===== src/hdl/utf8_to_utf16_stream_decoder_core_macros.svh =====
// ----------------------------------------------------------------------------
// utf8_to_utf16_stream_decoder_core_macros
// assertion macros shared by the decoder modules, clocked on clk_i with
// reset rst_ni
// ----------------------------------------------------------------------------
`ifndef UTF8_TO_UTF16_STREAM_DECODER_CORE_MACROS_SVH
`define UTF8_TO_UTF16_STREAM_DECODER_CORE_MACROS_SVH

// property holds on every clock edge outside reset
`define U8D_ASSERT(lbl, prop, msg) \
  lbl: assert property (@(posedge clk_i) disable iff (!rst_ni) (prop)) else $error(msg);

// antecedent in one cycle implies consequent in the next
`define U8D_ASSERT_NEXT(lbl, ante, cons, msg) \
  lbl: assert property (@(posedge clk_i) disable iff (!rst_ni) (ante) |=> (cons)) \
    else $error(msg);

`endif


===== src/hdl/u8u16d_pkg.sv =====
// ----------------------------------------------------------------------------
// u8u16d_pkg
// types, byte class and transition tables of the utf-8 to utf-16 decoder
// ----------------------------------------------------------------------------
package u8u16d_pkg;

  localparam logic [3:0] ST_ACCEPT = 4'd0;
  localparam logic [3:0] ST_REJECT = 4'd1;
  localparam logic [3:0] ST_LAST   = 4'd8;

  localparam int unsigned FifoDepth = 4;
  localparam int unsigned PtrW      = $clog2(FifoDepth);
  localparam int unsigned CntW      = $clog2(FifoDepth + 1);

  typedef struct packed {
    logic [7:0] byte_value;
    logic       string_start;
  } in_item_t;

  typedef struct packed {
    logic [15:0] word_value;
    logic        last_of_run;
    logic [15:0] words_so_far;
  } out_item_t;

  // result of one decode step
  typedef struct packed {
    logic [3:0]  state;
    logic [20:0] accum;
    logic [15:0] count;
    logic [1:0]  n_words;
    out_item_t   word0;
    out_item_t   word1;
  } step_res_t;

  // nibble-packed byte class rows
  localparam logic [31:0] CLASS_ROWS [10] = '{
    32'h00000000, 32'h11111111, 32'h22222222, 32'h33433333, 32'h22222288,
    32'h3333333A, 32'h8885666B, 32'h77777777, 32'h88888888, 32'h99999999
  };

  // class row per group of 8 byte values
  localparam logic [3:0] CLASS_SEL [32] = '{
    4'd0, 4'd0, 4'd0, 4'd0, 4'd0, 4'd0, 4'd0, 4'd0,
    4'd0, 4'd0, 4'd0, 4'd0, 4'd0, 4'd0, 4'd0, 4'd0,
    4'd1, 4'd1, 4'd9, 4'd9, 4'd7, 4'd7, 4'd7, 4'd7,
    4'd4, 4'd2, 4'd2, 4'd2, 4'd5, 4'd3, 4'd6, 4'd8
  };

  // nibble-packed transition rows
  localparam logic [31:0] TRANS_ROWS [11] = '{
    32'h17853210, 32'h11116411, 32'h11111111, 32'h01111101, 32'h11111101,
    32'h21111121, 32'h11111121, 32'h21111111, 32'h31111111, 32'h11111131,
    32'h31111131
  };

  // transition row per (state, upper class half)
  localparam logic [3:0] TRANS_SEL [18] = '{
    4'd0, 4'd1, 4'd2, 4'd2, 4'd3, 4'd4, 4'd5, 4'd6, 4'd7,
    4'd2, 4'd6, 4'd6, 4'd8, 4'd9, 4'd10, 4'd9, 4'd9, 4'd2
  };

  function automatic logic [3:0] byte_class(input logic [7:0] b);
    logic [31:0] row;
    row = CLASS_ROWS[CLASS_SEL[b[7:3]]];
    return row[{b[2:0], 2'b00} +: 4];
  endfunction

  function automatic logic [3:0] next_state(input logic [3:0] st, input logic [3:0] cls);
    logic [4:0]  sel;
    logic [31:0] row;
    sel = {st, cls[3]};
    if (st > ST_LAST) begin
      return ST_REJECT;
    end
    row = TRANS_ROWS[TRANS_SEL[sel]];
    return row[{cls[2:0], 2'b00} +: 4];
  endfunction

endpackage


===== src/hdl/u8u16d_step.sv =====
// ----------------------------------------------------------------------------
// u8u16d_step
// one decode step: byte class, accumulator, dfa transition and word emission
// ----------------------------------------------------------------------------
module u8u16d_step (
  input  u8u16d_pkg::in_item_t  item_i,
  input  logic [3:0]            state_i,
  input  logic [20:0]           accum_i,
  input  logic [15:0]           count_i,
  input  logic [15:0]           capacity_i,
  output u8u16d_pkg::step_res_t res_o
);
  import u8u16d_pkg::*;

  logic [3:0]  st;
  logic [20:0] acc;
  logic [15:0] cnt;
  logic [3:0]  cls;
  logic [20:0] acc_new;
  logic [3:0]  st_new;
  logic [7:0]  lead_mask;

  always_comb begin
    // string start puts the dfa back to accept before this byte
    st  = item_i.string_start ? ST_ACCEPT : state_i;
    acc = item_i.string_start ? 21'd0 : accum_i;
    cnt = item_i.string_start ? 16'd0 : count_i;

    cls       = byte_class(item_i.byte_value);
    lead_mask = 8'hFF >> cls;
    if (st != ST_ACCEPT) begin
      acc_new = {acc[14:0], item_i.byte_value[5:0]};
    end else begin
      acc_new = {13'd0, lead_mask & item_i.byte_value};
    end
    st_new = next_state(st, cls);

    res_o         = '0;
    res_o.accum   = acc_new;
    res_o.count   = cnt;
    res_o.state   = st_new;
    res_o.n_words = 2'd0;

    if (st_new == ST_ACCEPT && cnt < capacity_i) begin
      if (acc_new > 21'h00FFFF) begin
        if ({1'b0, cnt} + 17'd2 > {1'b0, capacity_i}) begin
          // no room for the pair: drop it and stop this string
          res_o.state = ST_REJECT;
        end else begin
          res_o.n_words            = 2'd2;
          res_o.word0.word_value   = 16'hD7C0 + {5'd0, acc_new[20:10]};
          res_o.word0.last_of_run  = 1'b0;
          res_o.word0.words_so_far = cnt + 16'd1;
          res_o.word1.word_value   = 16'hDC00 + {6'd0, acc_new[9:0]};
          res_o.word1.last_of_run  = 1'b1;
          res_o.word1.words_so_far = cnt + 16'd2;
          res_o.count              = cnt + 16'd2;
        end
      end else begin
        res_o.n_words            = 2'd1;
        res_o.word0.word_value   = acc_new[15:0];
        res_o.word0.last_of_run  = 1'b1;
        res_o.word0.words_so_far = cnt + 16'd1;
        res_o.count              = cnt + 16'd1;
      end
    end
  end

endmodule


===== src/hdl/u8u16d_ofifo.sv =====
// ----------------------------------------------------------------------------
// u8u16d_ofifo
// small result queue: takes up to two words per cycle, hands out one
// ----------------------------------------------------------------------------
module u8u16d_ofifo (
  input  logic                  clk_i,
  input  logic                  rst_ni,
  input  logic [1:0]            push_n_i,
  input  u8u16d_pkg::out_item_t word0_i,
  input  u8u16d_pkg::out_item_t word1_i,
  output logic                  room2_o,
  output logic                  out_valid_o,
  input  logic                  out_ready_i,
  output u8u16d_pkg::out_item_t out_item_o
);
  import u8u16d_pkg::*;
  `include "utf8_to_utf16_stream_decoder_core_macros.svh"

  out_item_t       mem_q [FifoDepth];
  logic [PtrW-1:0] wr_q, wr_d;
  logic [PtrW-1:0] rd_q, rd_d;
  logic [CntW-1:0] cnt_q, cnt_d;
  logic            pop;

  assign out_valid_o = (cnt_q != '0);
  assign out_item_o  = mem_q[rd_q];
  assign room2_o     = (cnt_q <= CntW'(FifoDepth - 2));
  assign pop         = out_valid_o & out_ready_i;

  always_comb begin
    wr_d  = wr_q + PtrW'(push_n_i);
    rd_d  = rd_q + PtrW'(pop);
    cnt_d = cnt_q + CntW'(push_n_i) - CntW'(pop);
  end

  always_ff @(posedge clk_i) begin
    if (push_n_i != 2'd0) begin
      mem_q[wr_q] <= word0_i;
    end
    if (push_n_i == 2'd2) begin
      mem_q[wr_q + PtrW'(1)] <= word1_i;
    end
  end

  always_ff @(posedge clk_i or negedge rst_ni) begin
    if (!rst_ni) begin
      wr_q  <= '0;
      rd_q  <= '0;
      cnt_q <= '0;
    end else begin
      wr_q  <= wr_d;
      rd_q  <= rd_d;
      cnt_q <= cnt_d;
    end
  end

  `U8D_ASSERT(a_no_overflow, cnt_q <= CntW'(FifoDepth), "result queue over depth")
  `U8D_ASSERT(a_pair_fits, push_n_i != 2'd2 || room2_o, "word pair pushed without room")
  `U8D_ASSERT_NEXT(a_ptr_gap, 1'b1, PtrW'(wr_q - rd_q) == PtrW'(cnt_q), "queue pointers out of step")

endmodule


===== src/hdl/utf8_to_utf16_stream_decoder_core.sv =====
// ----------------------------------------------------------------------------
// utf8_to_utf16_stream_decoder_core
// utf-8 byte stream in, utf-16 code units out, with per-string word limit
// ----------------------------------------------------------------------------
// an accepted byte is held in the input register, then decoded into the result
//   queue, which drives out_valid_o
// throughput: one byte per cycle; the decode stage stalls only while the
//   four-word result queue has fewer than two free slots
// reset: dfa in accept, accumulator and word count zero, capacity 65535,
//   input register and result queue empty
module utf8_to_utf16_stream_decoder_core (
  input  logic                  clk_i,
  input  logic                  rst_ni,
  input  logic                  in_valid_i,
  output logic                  in_ready_o,
  input  u8u16d_pkg::in_item_t  in_item_i,
  output logic                  out_valid_o,
  input  logic                  out_ready_i,
  output u8u16d_pkg::out_item_t out_item_o,
  input  logic                  cfg_we_i,
  input  logic [15:0]           cfg_wdata_i
);
  import u8u16d_pkg::*;
  `include "utf8_to_utf16_stream_decoder_core_macros.svh"

  // input register
  logic      in_valid_q;
  in_item_t  in_item_q;

  // decoder state
  logic [3:0]  state_q;
  logic [20:0] accum_q;
  logic [15:0] count_q;
  logic [15:0] cap_q;

  step_res_t res;
  logic      room2;
  logic      fire;
  logic [1:0] push_n;

  // the held byte is decoded once the queue can take a full pair
  assign fire       = in_valid_q & room2;
  assign in_ready_o = ~in_valid_q | fire;
  assign push_n     = fire ? res.n_words : 2'd0;

  u8u16d_step u_step (
    .item_i     (in_item_q),
    .state_i    (state_q),
    .accum_i    (accum_q),
    .count_i    (count_q),
    .capacity_i (cap_q),
    .res_o      (res)
  );

  u8u16d_ofifo u_ofifo (
    .clk_i       (clk_i),
    .rst_ni      (rst_ni),
    .push_n_i    (push_n),
    .word0_i     (res.word0),
    .word1_i     (res.word1),
    .room2_o     (room2),
    .out_valid_o (out_valid_o),
    .out_ready_i (out_ready_i),
    .out_item_o  (out_item_o)
  );

  // payload of the input register, loaded on every accepted transaction
  always_ff @(posedge clk_i) begin
    if (in_valid_i && in_ready_o) begin
      in_item_q <= in_item_i;
    end
  end

  always_ff @(posedge clk_i or negedge rst_ni) begin
    if (!rst_ni) begin
      in_valid_q <= 1'b0;
      state_q    <= ST_ACCEPT;
      accum_q    <= '0;
      count_q    <= '0;
      cap_q      <= 16'hFFFF;
    end else begin
      if (in_ready_o) begin
        in_valid_q <= in_valid_i;
      end
      // dfa, accumulator and count advance once per decoded byte
      if (fire) begin
        state_q <= res.state;
        accum_q <= res.accum;
        count_q <= res.count;
      end
      if (cfg_we_i) begin
        cap_q <= cfg_wdata_i;
      end
    end
  end

  `U8D_ASSERT(a_state_range, state_q <= ST_LAST, "dfa state outside its nine states")
  `U8D_ASSERT_NEXT(a_hold_byte, in_valid_q && !fire, in_valid_q, "held byte lost before decode")
  `U8D_ASSERT_NEXT(a_reject_sticky, fire && res.state == ST_REJECT,
                   state_q == ST_REJECT, "reject not kept")

endmodule

===== config.mk =====
export PLATFORM = sky130hd
export DESIGN_NAME = utf8_to_utf16_stream_decoder_core
export DESIGN_NICKNAME = d
export VERILOG_FILES = /design/src/hdl/u8u16d_pkg.sv /design/src/hdl/u8u16d_step.sv /design/src/hdl/u8u16d_ofifo.sv /design/src/hdl/utf8_to_utf16_stream_decoder_core.sv
export VERILOG_INCLUDE_DIRS = /design/src /design/src/hdl
export SDC_FILE = /design/constraint.sdc
export NUM_CORES = 1
export LEC_CHECK = 0
export BUFFER_PORTS_ARGS = -buffer_cell sky130_fd_sc_hd__buf_2
export CORE_MARGIN = 10
export CORE_UTILIZATION = 30
export DETAILED_ROUTE_END_ITERATION = 7
export GPL_TIMING_DRIVEN = 0
export PLACE_DENSITY = 0.48
export SLEW_MARGIN = 0
export SYNTH_ARGS = -nofsm -noshare
export SYNTH_HDL_FRONTEND = slang
export SYNTH_SLANG_ARGS = --single-unit

===== constraint.sdc =====
create_clock -name clk_i -period 7.92 [get_ports clk_i]
set_input_delay 0.396 -clock clk_i [delete_from_list [all_inputs] [get_ports clk_i]]
set_output_delay 0.396 -clock clk_i [all_outputs]
set_load 0.02 [all_outputs]

* Word level (Yosys, flattened, before mapping)
Memories as Yosys holds them, arrays and structs flattened. Index checks and enable logic that the tools add are counted.
Word-level totals: word-level logic and storage cells 80, memories kept 5, input port bits 30, output and inout bits 35, flip-flop bits (word level) 68, RAM bits 132, memory bits (read-only) 1280
Memory list:
- (name not given) | words 16, bits a word 32, rd ports 1, clocked after memory_dff 0, wr ports 0, RTL line u8u16d_pkg.sv:65 | row = CLASS_ROWS[CLASS_SEL[b[7:3]]];
- (name not given) | words 16, bits a word 32, rd ports 1, clocked after memory_dff 0, wr ports 0, RTL line u8u16d_pkg.sv:76 | row = TRANS_ROWS[TRANS_SEL[sel]];
- u_ofifo.mem_q | words 4, bits a word 33, rd ports 1, clocked after memory_dff 0, wr ports 2, RTL line u8u16d_ofifo.sv:19 | out_item_t mem_q [FifoDepth];
- (name not given) | words 32, bits a word 4, rd ports 1, clocked after memory_dff 0, wr ports 0, RTL line u8u16d_pkg.sv:65
- (name not given) | words 32, bits a word 4, rd ports 1, clocked after memory_dff 0, wr ports 0, RTL line u8u16d_pkg.sv:76
Cells by class: $add $sub $neg 10, shifts and indexed selects 3, bitwise gates (word level) 9, reduce and logical (&&, ||, !) cells 6, multiplexer cells 27, equality and inequality tests 1, magnitude comparators 9
Operators by type and width (number):
- 84-bit 2-to-1 mux | 2
- 32-bit 2-to-1 mux | 4
- 32-bit by 6-bit indexed part select with 4-bit output | 2
- 51-bit 2-to-1 mux | 1
- 4-bit 2-to-1 mux | 10
- 33-bit 2-to-1 mux | 1
- 21-bit by 16-bit > comparator with 1-bit output (second input constant) | 1
- 21-bit 2-to-1 mux | 1
- 16-bit by 2-bit adder with 17-bit output (second input constant) | 1
- 17-bit by 16-bit > comparator with 1-bit output | 1
- 15-bit by 11-bit adder with 16-bit output (first input constant) | 1
- 15-bit by 12-bit adder with 16-bit output (first input constant) | 1
- 16-bit by 1-bit adder with 16-bit output (second input constant) | 1
- 16-bit by 2-bit adder with 16-bit output (second input constant) | 1
- 16-bit less-than comparator | 1
- 16-bit 2-to-1 mux | 1
- 15-bit 2-to-1 mux | 1
- 6-bit >= comparator (second input constant) | 2
- 5-bit inverter with 6-bit output | 2
- 5-bit >= comparator (second input constant) | 2
- 4-bit inverter with 5-bit output | 2
- 8-bit AND | 1
- 8-bit by 4-bit right shift with 8-bit output (first input constant) | 1
- 1-bit 2-to-1 mux | 5
- 17 further kinds | 19

* Longest topological paths before layout
depth in word-level cells 26, depth in mapped cells 32, depth with buffers taken out 28

* Modules after synthesis
Synthesis repeated with hierarchy kept, for this count alone.
Unflattened totals: cell total of the unflattened synthesis 1083, area, all modules 13287.7 um2
Modules (own cells, without submodules):
- u8u16d_ofifo | times used 1, cells each 359, sequential area each 4139.0 um2, area each 6829.0 um2
- u8u16d_step | times used 1, cells each 588, sequential area each 0.0 um2, area each 3786.1 um2
- utf8_to_utf16_stream_decoder_core | times used 1, cells each 136, sequential area each 1741.7 um2, area each 2672.6 um2

* Worst setup path before layout
No wires, ideal clock.
path type register to register, from register in_item_q[0] in the netlist's numbering, to memory u_ofifo.mem_q[3][0] in the netlist's numbering (enable), clock period less this slack 6.242 ns, path slack 1.678 ns, path buffers 6, required time 7.533 ns, setup time 0.387 ns, arrival time 5.856 ns, stages on the path, launching flop included 27, path through edfxtp_1 clkbuf_1 clkbuf_1 clkbuf_1 nand2b_1 inv_1 ha_1 and3_1 clkbuf_1 and3_1 and3_1 and3_1 clkbuf_1 and3_1 xnor2_1 inv_1 ha_1 a222oi_1 nand2_1 a211oi_1 o31a_1 o21bai_1 nor2_1 a21oi_1 or3_1 clkbuf_1 inv_1
RTL lines:
- start: declaration | RTL line utf8_to_utf16_stream_decoder_core.sv:28 | in_item_t in_item_q;
- start signal: assignment | RTL line utf8_to_utf16_stream_decoder_core.sv:70 | in_item_q <= in_item_i;
- end: declaration | RTL line u8u16d_ofifo.sv:19

* Worst setup path in the final report
from register in_item_q[0] in the netlist's numbering, to register u_ofifo.cnt_q[2]
Between the ends: cells in the longest elaborated chain, start to end 17, elaborated cells on any way between the ends 29, classes of those cells 3 x add/sub; 4 x order compare; 1 x shift; 14 x mux; 2 x bitwise; 3 x reduce/logical; 2 x memory
RTL lines:
- 4-bit 2-to-1 mux | RTL line u8u16d_step.sv:25 | st = item_i.string_start ? ST_ACCEPT : state_i;
- 5-bit inverter with 6-bit output (implied by the code) | RTL line u8u16d_pkg.sv:76
- memory read 32 x 4 bit
- 4-bit 2-to-1 mux (implied by the code) (2 in a row) | RTL line u8u16d_pkg.sv:76
- 4-bit inverter with 5-bit output (implied by the code) | RTL line u8u16d_pkg.sv:76
- memory read 16 x 32 bit
- 32-bit 2-to-1 mux (implied by the code) (2 in a row) | RTL line u8u16d_pkg.sv:76
- 32-bit by 6-bit indexed part select with 4-bit output | RTL line u8u16d_pkg.sv:77 | return row[{cls[2:0], 2'b00} +: 4];
- 4-bit 2-to-1 mux | RTL line u8u16d_pkg.sv:76
- 4-bit zero test | RTL line u8u16d_step.sv:44 | if (st_new == ST_ACCEPT && cnt < capacity_i) begin
- 1-bit logical AND | RTL line u8u16d_step.sv:44
- 84-bit 2-to-1 mux * | RTL line u8u16d_step.sv:44
- 2-bit 2-to-1 mux * | RTL line utf8_to_utf16_stream_decoder_core.sv:44 | assign push_n = fire ? res.n_words : 2'd0;
- 3-bit by 2-bit adder with 3-bit output * | RTL line u8u16d_ofifo.sv:33 | cnt_d = cnt_q + CntW'(push_n_i) - CntW'(pop);
- 3-bit by 1-bit subtractor with 3-bit output * | RTL line u8u16d_ofifo.sv:33
- named net u_ofifo.cnt_d[2] | RTL line u8u16d_ofifo.sv:22 | logic [CntW-1:0] cnt_q, cnt_d;
- end signal: assignment | RTL line u8u16d_ofifo.sv:53 | cnt_q <= cnt_d;
- end: declaration | RTL line u8u16d_ofifo.sv:22
The timed path passes the listed nets; every way through them passes the cells marked *. The select of a mux whose other input is x is not followed. A chain may end at the register's enable or synchronous reset.

==> results.yml <==
sta:
  slew_violations: 0
  setup_viol: 0
  post-route-worst-setup-slack_ps: 390
  fin_skew_ps: 22.4
  finalSetupTns_ps: 0
  fin_crit_sh: 0.951
  post-route-min-period_ps: 7530
  hold_viol: 0
  max_clock_freq_ghz: 0.133
  slew_headroom: 0.317
  tightest_slew_ps: 1010
  rsz0062_at_grt: "false"
placement:
  preCtsSetupSlack_ps: -1410
  io_buffers: 64
  dpl.hpwl_um: 32200
  gp_congestion: 0.958
finish:
  drive_above_1_share: 0.164
  area_growth_pct: 13.8
  final_net_count: 1348
  n_antenna_cell: 0
critical_path:
  r2r-end: "u_ofifo.cnt_q[2]$_DFF_PN0_"
  required_ps: 8270
  r2r_start: "in_item_q[0]$_DFFE_PP_"
  cp_max_fo: 10
  r2r_slack_ps: 390
  r2r_cells: 27
  cp-endpoint: "u_ofifo.cnt_q[2]$_DFF_PN0_"
  cp-start-kind: "register"
  crit_start: "in_item_q[0]$_DFFE_PP_"
  critPathKind: "register to register"
  cp-end-kind: "register"
  arrival_ps: 7880
logic_synthesis:
  syn_avg_cell_area_um2: 10.3
  synth_area_leaders: "edfxtp_1, dfrtp_1, mux4_2"
  synth_top_area_frac: 0.339
  synth_top_family_by_area: "compound AO/OA/AOI/OAI gates"
  muxShareOfSynthArea: 0.0646
  synth_fa_ha_area_frac: 0.0563
  synth-main-ff-cell: "edfxtp_1"
  yosysSeqAreaShare: 0.469
  synth_area_leader_cell: "edfxtp_1"
  synth_compound_area_frac: 0.193
  ys_types: 93
  synthCells: 1183
  synth.net_count: 1267
  synth_xor_area_frac: 0.0166
  synth-seq-cells: 200
  async_flop_share: 0.295
  synth_area_mm2: 0.0121
  synth_edf_count: 137
  yosys_warnings: 0
  synthSimpleGateAreaFrac: 0.157
drt:
  vias_per_cell: 5.62
  drt_first_pass_iters: 5
  post_drt_wl_per_cell_um: 24.0
  drcViolationCount: 0
  via_count: 10100
  postRouteAntennaNets: 0
  drt-initial-drc-count: 800
  drt-total-wl_um: 43300
pwr:
  internal-power_mw: 2.50
  ir_worst_vdd_uv: 226
  p_comb_frac: 0.515
  p_leak_nw: 4.96
  clkPwrFrac: 0.186
  p_sw_frac: 0.483
  p_switching_mw: 2.34
  power_frac_seq: 0.299
  pwr_density_cell_mw_per_mm2: 350
clock_tree:
  cts_tree: "built"
  worstSkewPairLatency_ps: 470
  cts_root_buf: "clkbuf_16"
  htree_levels: 4
  cts_sinks: 200
  clkTransAtPathRegs_ps: 100
  clk_path_buf_depth: 2
  cts_made_buffers: 17
grt:
  grt_pass1_wl_um: 65500
  overflow: 0
  grt_pass1_vias: 10000
  grt_max_degree: 60
  grt.busiest_layer: "met2"
  use_met3: 0.0291
  grtUsageTotal: 0.173
  use_met1: 0.241
  grt.met2_usage: 0.265
  antenna_found_initial: 0
die:
  die_w_um: 221
  start_util: 0.304
  core_area_mm2: 0.0399
  rows: 73
  io-pin-count: 65
  dieArea_mm2: 0.0489
  dieHeight_um: 221
job:
  max_cap_violations: 0
hold_path:
  hold_class: "input pin to async pin"
outcome:
  status: "finished clean"
power groups by stage:
stage	combinational [mW]	sequential, mW	clock (mW)
finish	2.49	1.45	0.899
global route	2.68	1.47	0.953
CTS	2.48	1.44	0.913
detailed placement	2.44	1.47	0
global placement	2.44	1.47	0
floorplan	1.59	1.42	0
worst min path at each step:
stage | start | end | depth (start not counted)
finish | rst_ni | count_q[11]$_DFFE_PN0P_ | 1
global route | rst_ni | count_q[11]$_DFFE_PN0P_ | 1
CTS | rst_ni | count_q[11]$_DFFE_PN0P_ | 1
detailed placement | u_ofifo.mem_q[2][30]$_SDFFE_PP0N_ | u_ofifo.mem_q[2][30]$_SDFFE_PP0N_ | 2
global placement | u_ofifo.mem_q[2][30]$_SDFFE_PP0N_ | u_ofifo.mem_q[2][30]$_SDFFE_PP0N_ | 2
floorplan | rst_ni | accum_q[0]$_DFFE_PN0P_ | 0
layout by cell type, fill, tap and decap left out, types with 5 or more instances in the layout:
master	n
nor2_1	83
nand2b_1	25
o2bb2ai_1	5
o31ai_1	9
o31a_1	8
xnor2_1	12
buf_2	70
dfstp_2	16
buf_4	7
edfxtp_1	137
and3_1	14
clkbuf_16	17
a21oi_1	54
clkbuf_2	7
nor4_1	6
or2_2	6
dfrtp_1	43
o32ai_1	5
or3_1	22
nand4_1	18
xor2_1	10
o21ai_1	11
o21ai_0	86
nand2_1	109
nor3_1	25
a21o_1	6
ha_1	53
clkbuf_1	52
a22o_1	6
nand3_1	27
nor2b_1	15
inv_1	50
mux4_2	33
o22ai_1	74
a211oi_1	7
o221ai_1	7
through the flow:
stage                     hold WS, ps  total power, mW  instance area (um^2)  instances   util
after floorplan                   100             3.01                 12100       1183      -
after global placement            439             3.91                 13100       1772  0.329
after detailed placement          446             3.91                 13100       1772  0.329
after CTS                        42.2             4.83                 13800       1800  0.346
after global routing             80.7             5.10                 13800       1802  0.346
final                            34.8             4.84                 13800       1802  0.346
area by class of cell:
cell class                 count  area, um^2
fill                        4059       26100
timing repair buffer          67         345
inverter                      57         239
tap                          525         657
clock buffer                  17         425
sequential                   200        5690
multi-input combinational    847        5970
clock inverter                15         171
buffer                        74         314
critical path: stages, from the launching register on:
cell and delay (ps):
edfxtp_1 470, clkbuf_2 290, clkbuf_1 330, nand2b_1 320, inv_1 180, ha_1 180, and3_1 380, and3_1 370
and3_1 290, and3_2 340, and3_1 270, nand3_1 230, nor2_1 320, inv_1 100, nand2_1 170, ha_1 280
nand4_1 120, nor4_2 70, or4b_2 710, o21ai_4 330, clkbuf_2 410, nor2_1 100, clkbuf_2 240, nand2_1 140
ha_1 130, inv_1 50, fa_1 430, xnor2_1 140
Yosys cell counts (all sizes together), types with 5 or more instances:
cell type    n
a211oi       9
a21boi       7
a21o         6
a21oi       55
a22o         6
and2         5
and3        15
buf         15
clkbuf      64
dfrtp       43
dfstp       16
edfxtp     137
ha          53
inv         54
mux4        33
nand2      110
nand2b      25
nand3       29
nand4       19
nor2        86
nor2b       15
nor3        26
nor4        10
o21a         5
o21ai      100
o221ai       7
o22ai       75
o2bb2ai      5
o31a         8
o31ai        9
o32ai        5
or2          7
or3         23
xnor2       13
xor2        10
state kept, by name, indices dropped and copies added (netlist names):
name           cells
u_ofifo.wr_q       2
count_q           16
u_ofifo.rd_q       2
state_q            4
cap_q             16
u_ofifo.mem_q    132
u_ofifo.cnt_q      3
in_item_q          9
in_valid_q         1
accum_q           15
per-layer routing:
layer  up-vias  wire length, um
met5         -                0
met4         0             1140
met3        56             2380
met2       351            19300
met1      5060            20500
li1       4668                -
logic make-up after synthesis:
| kind of cell | count (synthesis) |
|---|---|
| buffers and inverters | 136 |
| XOR/XNOR | 23 |
| flip-flops | 200 |
| adder cells (fa/ha/maj) | 54 |
| multiplexers | 37 |
| AND/OR/NAND/NOR | 381 |
| AO/OA/AOI/OAI | 352 |
what timing repair did:
action	CTS	global route
hold buffers	0	0
gates resized for setup	29	1
setup endpoints to repair	274	240
buffers inserted	0	3
No activity file was read; power rests on OpenSTA's default activity.
